$ cat config.mk
export PLATFORM = sky130hd
export DESIGN_NAME = ssi_div
export DESIGN_NICKNAME = d
export VERILOG_FILES = /design/src/hw/rtl/ssi_pkg.sv /design/src/hw/rtl/ssi_div.sv
export SDC_FILE = /design/constraint.sdc
export NUM_CORES = 2
export LEC_CHECK = 0
export BUFFER_PORTS_ARGS = -buffer_cell sky130_fd_sc_hd__buf_2
export CORE_UTILIZATION = 40
export CTS_CLUSTER_SIZE = 20
export DETAILED_ROUTE_END_ITERATION = 8
export GPL_ROUTABILITY_DRIVEN = 0
export PLACE_DENSITY = 0.58
export SYNTH_ARGS = -nofsm -noshare
export SYNTH_HDL_FRONTEND = slang
export SYNTH_SLANG_ARGS = --single-unit
$ cat constraint.sdc
create_clock -name clk_i -period 3.23 [get_ports clk_i]
set_input_delay 0.646 -clock clk_i [delete_from_list [all_inputs] [get_ports clk_i]]
set_output_delay 0.646 -clock clk_i [all_outputs]
set_load 0.005 [all_outputs]
$ cat src/hw/rtl/ssi_pkg.sv
// Shared types and width constants for the segment versus sphere intersection pipeline.
package ssi_pkg;

  // Field widths
  localparam int unsigned CoordBits = 24;
  localparam int unsigned FracBits  = 16;
  localparam int unsigned QBits     = FracBits + 1;

  // Datapath widths
  localparam int unsigned DiffBits    = CoordBits + 1;       // signed D and O terms
  localparam int unsigned MagBits     = 2 * CoordBits + 2;   // |A|, |b|, |C|
  localparam int unsigned SumBits     = MagBits + 1;         // signed b and C
  localparam int unsigned HalfBits    = (MagBits + 1) / 2;   // partial product operand
  localparam int unsigned ProdBits    = 4 * HalfBits;        // b*b and A*|C|
  localparam int unsigned DiscBits    = ProdBits + 2;        // signed discriminant
  localparam int unsigned SqrtInBits  = DiscBits - 1;
  localparam int unsigned RootShift   = 2 * (FracBits + 1);
  localparam int unsigned XBits       = SqrtInBits + RootShift;
  localparam int unsigned XEvenBits   = XBits + (XBits % 2);
  localparam int unsigned RootBits    = XEvenBits / 2;
  localparam int unsigned RemBits     = RootBits + 3;
  localparam int unsigned KbBits      = SumBits + FracBits + 1;
  localparam int unsigned NumBits     =
      ((KbBits > RootBits + 1) ? KbBits : RootBits + 1) + 2;
  localparam int unsigned DenBits     = MagBits + 1;
  localparam int unsigned DivBits     =
      ((NumBits > DenBits + FracBits) ? NumBits : DenBits + FracBits) + 1;

  // Request payload
  typedef struct packed {
    logic signed [CoordBits-1:0] start_x;
    logic signed [CoordBits-1:0] start_y;
    logic signed [CoordBits-1:0] start_z;
    logic signed [CoordBits-1:0] end_x;
    logic signed [CoordBits-1:0] end_y;
    logic signed [CoordBits-1:0] end_z;
    logic signed [CoordBits-1:0] center_x;
    logic signed [CoordBits-1:0] center_y;
    logic signed [CoordBits-1:0] center_z;
    logic        [CoordBits-2:0] radius;
  } ssi_req_t;

  // Result payload
  typedef struct packed {
    logic             hit;
    logic             starts_inside;
    logic [QBits-1:0] enter_fraction;
    logic [QBits-1:0] exit_fraction;
  } ssi_res_t;

  // Per-item status carried alongside the root computation
  typedef struct packed {
    logic                      hit;
    logic                      start_in;
    logic                      solvable;
    logic        [MagBits-1:0] a;
    logic signed [SumBits-1:0] b;
  } ssi_side_t;

endpackage

$ cat src/hw/rtl/ssi_div.sv
// Pipelined clamped fraction floor(num / den), saturation check then one quotient bit per stage.
module ssi_div (
  input  logic                              clk_i,
  input  logic                              rst_ni,
  input  logic                              valid_i,
  input  logic                              force_i,
  input  logic signed [ssi_pkg::NumBits-1:0] num_i,
  input  logic [ssi_pkg::DenBits-1:0]       den_i,
  output logic                              valid_o,
  output logic [ssi_pkg::QBits-1:0]         quot_o
);

  localparam int unsigned FB  = ssi_pkg::FracBits;
  localparam int unsigned QB  = ssi_pkg::QBits;
  localparam int unsigned NB  = ssi_pkg::NumBits;
  localparam int unsigned DNB = ssi_pkg::DenBits;
  localparam int unsigned DVB = ssi_pkg::DivBits;
  localparam logic [QB-1:0] Lim = {1'b1, {FB{1'b0}}};

  logic           v_q    [FB+1];
  logic           zero_q [FB+1];
  logic           sat_q  [FB+1];
  logic [DVB-1:0] rem_q  [FB+1];
  logic [DNB-1:0] den_q  [FB+1];
  logic [FB-1:0]  quo_q  [FB+1];

  logic [DVB-1:0] nu_w;

  assign nu_w = DVB'($unsigned(num_i));

  // entry stage: sign and saturation
  always_ff @(posedge clk_i or negedge rst_ni) begin
    if (!rst_ni) begin
      v_q[0] <= 1'b0;
    end else begin
      v_q[0] <= valid_i;
    end
  end

  always_ff @(posedge clk_i) begin
    zero_q[0] <= force_i || num_i[NB-1];
    sat_q[0]  <= (nu_w >= (DVB'(den_i) << FB));
    rem_q[0]  <= nu_w;
    den_q[0]  <= den_i;
    quo_q[0]  <= '0;
  end

  // restoring steps, most significant quotient bit first
  for (genvar j = 1; j <= FB; j++) begin : g_stage
    logic [DVB-1:0] dsh;
    logic           ge;

    assign dsh = DVB'(den_q[j-1]) << (FB - j);
    assign ge  = (rem_q[j-1] >= dsh);

    always_ff @(posedge clk_i or negedge rst_ni) begin
      if (!rst_ni) begin
        v_q[j] <= 1'b0;
      end else begin
        v_q[j] <= v_q[j-1];
      end
    end

    always_ff @(posedge clk_i) begin
      zero_q[j] <= zero_q[j-1];
      sat_q[j]  <= sat_q[j-1];
      rem_q[j]  <= ge ? (rem_q[j-1] - dsh) : rem_q[j-1];
      den_q[j]  <= den_q[j-1];
      quo_q[j]  <= quo_q[j-1] | (FB'(ge) << (FB - j));
    end
  end

  assign valid_o = v_q[FB];
  assign quot_o  = zero_q[FB] ? '0 : (sat_q[FB] ? Lim : {1'b0, quo_q[FB]});

endmodule

---- Word level (Yosys, flattened, before mapping) ----
Memories as Yosys holds them, arrays and structs flattened.
Index checks and enable logic that the tools add are counted.
word-level totals
  bits in registers ....................... 17
  RAM bits ................................ 2397
  bits of input ports ..................... 126
  output and inout bits ................... 18
  word-level logic and storage cells ...... 90
  memories ................................ 5
operators by class
  add/sub/neg operators ................... 16
  order comparisons ....................... 17
  muxes and demuxes ....................... 18
  bitwise logic cells ..................... 16
  reduce and logical (&&, ||, !) cells .... 1
memory list
  memory  words  bits a word  rd ports  clocked after Yosys merged registers in  wr ports  line           text
  rem_q   17     72           16        0                                        17        ssi_div.sv:23  logic [DVB-1:0] rem_q [FB+1];
  den_q   17     51           16        0                                        17        ssi_div.sv:24  logic [DNB-1:0] den_q [FB+1];
  quo_q   17     16           17        0                                        17        ssi_div.sv:25  logic [FB-1:0] quo_q [FB+1];
  sat_q   17     1            17        0                                        17        ssi_div.sv:22  logic sat_q [FB+1];
  zero_q  17     1            17        0                                        17        ssi_div.sv:21  logic zero_q [FB+1];
operator list
  operator          number
  $mux W72          16
  $ge A72 B51 Y1    1
  $ge A72 B52 Y1    1
  $ge A72 B53 Y1    1
  $ge A72 B54 Y1    1
  $ge A72 B55 Y1    1
  $ge A72 B56 Y1    1
  $ge A72 B57 Y1    1
  $ge A72 B58 Y1    1
  $ge A72 B59 Y1    1
  $ge A72 B60 Y1    1
  $ge A72 B61 Y1    1
  $ge A72 B62 Y1    1
  $ge A72 B63 Y1    1
  $ge A72 B64 Y1    1
  $ge A72 B65 Y1    1
  $ge A72 B66 Y1    1
  $sub A72 B51 Y72  1
  $sub A72 B52 Y72  1
  $sub A72 B53 Y72  1
  $sub A72 B54 Y72  1
  $sub A72 B55 Y72  1
  $sub A72 B56 Y72  1
  $sub A72 B57 Y72  1
  28 further kinds  29

---- Longest topological paths before layout ----
An unclocked memory read counts as a cell.
  depth in word-level cells ............... 3
  depth in mapped cells ................... 16
  depth with buffers taken out ............ 14

---- Worst setup path after synthesis ----
No wires, ideal clock.
  kind .................................... reg2reg
  start ................................... memory rem_q[0][654] in the netlist's numbering
  end ..................................... memory rem_q[0][783] in the netlist's numbering
  library setup time ...................... 0.121 ns
  data arrival time ....................... 3.195 ns
  required time ........................... 3.109 ns
  path slack .............................. -0.086 ns
  cell stages (with the launch flop) ...... 17
  buffers on the path ..................... 2
  period minus slack after synthesis ...... 3.316 ns
  cell sequence ........................... dfxtp_1 inv_1 ha_1 inv_1 fa_1 a211oi_1 o211ai_1 a41o_1 a22o_1 o211ai_1 o211ai_1 a31oi_1 buf_2 or3_1 clkbuf_1 nor2_1 xor2_1
RTL lines
  what                line
  start: declaration  ssi_div.sv:23

==> metrics.md <==
| Metric | Value |
|---|---|
| # clock sinks | `2,154` |
| Synth warn | `0` |
| First-pass iteration count of the detailed router | `9` |
| RSZ-0062 raised after global routing | `yes` |
| Syn-to-layout area delta | `39.2%` |
| # port buffers | `around 140` |
| Total GRT Usage | `about 23%` |
| CTS H-tree depth | `4` |
| Critical path's top delay family | `compound AO/OA/AOI/OAI gates` |
| Die W | `518 µm` |
| Core Rows | `roughly 190` |
| Post-Layout Cell Count | `between 15,000 and 20,000` |
| Area of the multi-input gates | `between 0.06 and 0.07 mm²` |
| R2r setup slk | `-0.18 ns` |
| Flops & latches, synth | `approximately 2,200` |
| Clock Path Buffers | `4` |
| Max Freq | `293 MHz` |
| Vias | `98,200` |
| Cell Chain, Critical Path | `inv_2 -> ha_4 -> inv_2 -> fa_2 -> a211oi_4 -> o211ai_1 -> a41o_1 -> a22o_4 -> o31a_1 -> a21bo_2 -> a311oi_2 -> buf_4 -> nor4_2 -> nor4_2 -> xor2_1` |
| Failing checks | `design-rule violations, negative setup slack` |
| Syn Nets | `around 13,000` |
| I/O pin count | `between 100 and 150` |
| Setup TNS | `-12.20 ns` |
| Startpoint Class | `register` |
| Rel. slew slack | `30.6%` |
| Worst Tran Pin Value | `between 1 and 1.5 ns` |
| Core Area | `around 0.27 mm²` |
| Status | `finished, violations left` |
| Hold Crit Class | `in2async` |
| # DRC | `4` |
| Pwr Density | `998 mW/mm²` |
| Cell leakage power | `~67 nW` |
| Avg WL per Cell | `between 15 and 20 µm` |
| Synth cell types | `96` |
| Commonest register cell after synthesis | `dfxtp_1` |
| First-pass GRT wire length | `500,000 µm` |
| MaxCap Viol Count | `0` |
| Vias in the first global route | `between 90,000 and 100k` |
| Max Transition Viols Final | `0` |
| Post-route ant nets | `0` |
| Clk slew on worst S/H paths | `approximately 0.070 ns` |
| Die height | `slightly above 500 µm` |
| Hold WS | `0.204 ns` |
| Antenna violations before repair | `2` |
| Final Hold Vio Count | `0` |
| CTS Root Cell | `clkbuf_16` |
| Mapped cell area | `around 0.11 mm²` |
| Worst R2R End | `rem_q[0][790]` |
| Share of post-route cells with drive strength above 1 | `~30%` |
| HPWL Detailed | `between 200,000 and 250,000 µm` |
| CP required | `roughly 4 ns` |
| R2R depth | `15` |
| Buf+Inv Stages, Crit Path | `3` |
| Pre-CTS setup slack | `-0.838 ns` |
| Total gr overflow | `0` |
| Cells after DPL | `roughly 18,000` |
| Largest stage delay, worst path | `approximately 0.38 ns` |
| Clock latency on the worst-skew pair | `0.90 ns` |
| Final Skew | `0.0309 ns` |
| Crit path max fanout | `4` |
| Crit path kind | `reg2reg` |
| Final period util | `106%` |
| Placed inst area | `roughly 0.13 mm²` |
| Reg area | `approximately 0.043 mm²` |
| Async S/R FF share, synth | `less than 1%` |
| Final setup violation count | `180` |
| Largest net degree at the start of global routing | `77` |
| Maximum VDD drop | `between 0.0004 and 0.0005 V` |
| Die area | `between 0.2 and 0.3 mm²` |
| EDFF count, synth | `0` |
| R2r startpoint | `rem_q[0][654]` |
| Final WL | `324,000 µm` |
| CTS tree | `yes` |
| Syn Area/Cell | `8.58 µm²` |
| Total Power | `about 150 mW` |
| PnR worst setup slack | `-0.182 ns` |
| Arrival time at the worst endpoint | `4.24 ns` |
| Mapped Cells | `approximately 12,000` |
| Post-synthesis sequential area ratio | `40.5%` |
| Initial Util | `approximately two fifths` |
| Design area | `about 0.15 mm²` |
| Final #Nets | `around 16,000` |
| Minimum period implied by the final worst setup slack | `~3.4 ns` |
| Total CTS buffers | `between 200 and 250` |
| Worst Setup End Kind | `register` |
| Critical path's slowest cell | `fa_2` |
| DR vias/cell | `roughly 5.2` |
| Initial DRC count | `roughly 5,800` |
| Fin util | `a little under three fifths` |
| Layout fillers | `22,500` |
[what timing repair did]
| item | 4_1_cts | 5_1_grt |
|---|---|---|
| cloned | 22 | 17 |
| endpoints found under the setup margin | 863 | 877 |
| setup buffers | 120 | 123 |
| hold buffers | 125 | 0 |
| resized for setup | 761 | 1014 |
| hold endpoints to repair | 141 | 0 |
| pin swaps | 250 | 459 |
[layer usage]
layer | GRT usage (%) | wire (µm)
met1 | 23.7 | 123000
met5 | 0 | 0
met2 | 42.5 | 164000
met4 | 14.5 | 23900
met3 | 2.53 | 12700
[kinds of logic (layout without fill, tap and decap cells)]
family / count (synthesis) / in the layout / synth area share (%)
AND/OR/NAND/NOR: 3366 / 3366 / 15.1
other: 0 / 1 / 0
XOR/XNOR: 889 / 889 / 7.30
buffers and inverters: 1603 / 4485 / 5.71
multiplexers: 116 / 116 / 1.22
AO/OA/AOI/OAI: 3423 / 3425 / 19.7
flip-flops: 2154 / 2154 / 40.5
adder cells (fa/ha/maj): 882 / 882 / 10.5
[worst max-delay path by stage]
stage	startpoint	end	slack, ns	cells after the start
after floorplan	rem_q[0][1009]	rem_q[0][1145]	0.01	14
after global placement	den_q[0][2]	rem_q[0][135]	-0.90	15
after detailed placement	rem_q[0][299]	rem_q[0][417]	-0.84	16
after CTS	rem_q[0][86]	rem_q[0][202]	-0.21	14
after global routing	rem_q[0][654]	rem_q[0][739]	-0.28	15
final	rem_q[0][654]	rem_q[0][790]	-0.18	15
[cells in the final DEF (no fill, tap or decap), types with 158 or more instances in the layout]
cell type     n
o21ai_0     822
a21oi_1     946
clkbuf_16   254
nand2_1    1170
inv_1      1068
ha_1        712
nor2_1      635
xor2_1      374
nor3_1      158
nand3_1     164
nand4_1     293
xnor2_1     504
buf_4      2497
a21o_1      391
dfxtp_1    2004
[Yosys cell counts, types with 79 or more instances]
library cell / number / share of area, %
a31oi_1: 102 / 0.60
clkbuf_1: 419 / 1.5
nand2_1: 1207 / 4.2
a21oi_1: 1087 / 5.1
xnor2_1: 514 / 4.2
nor2b_1: 97 / 0.57
nand4_1: 293 / 1.7
ha_1: 867 / 10
nor2_1: 734 / 2.6
a21o_1: 393 / 2.8
mux2_2: 96 / 1.0
o21a_1: 110 / 0.77
xor2_1: 375 / 3.1
nor4_1: 110 / 0.65
or3_1: 79 / 0.46
a211oi_1: 79 / 0.56
nand2b_1: 101 / 0.59
o21ai_0: 956 / 4.5
nand3_1: 183 / 0.86
o21bai_1: 152 / 1.1
nor3_1: 210 / 0.99
dfxtp_1: 2137 / 40
inv_1: 1115 / 3.9
[sequential cells by signal, indices dropped and copies added (netlist names)]
register  count
rem_q      1151
quo_q       136
sat_q        17
den_q       816
zero_q       17
valid_o       1
v_q          16
[cell type report]
| cell class | count | share of cell area, % |
|---|---|---|
| inverters | 1116 | 2.83 |
| multi-input cells | 8678 | 43.5 |
| flip-flops and latches | 2154 | 29.2 |
| clock inverters | 94 | 0.875 |
| diodes | 1 | 0.00169 |
| well taps | 3533 | 2.98 |
| clock buffers | 333 | 4.61 |
| repair buffers | 2942 | 16.0 |
[report_power, final]
group          switching [mW]  internal (mW)
Combinational            41.5           39.6
Clock                    10.7           16.9
Sequential               5.31           34.1
Total                    57.5           90.6
Note: power is estimated with default switching activity, not from simulation.
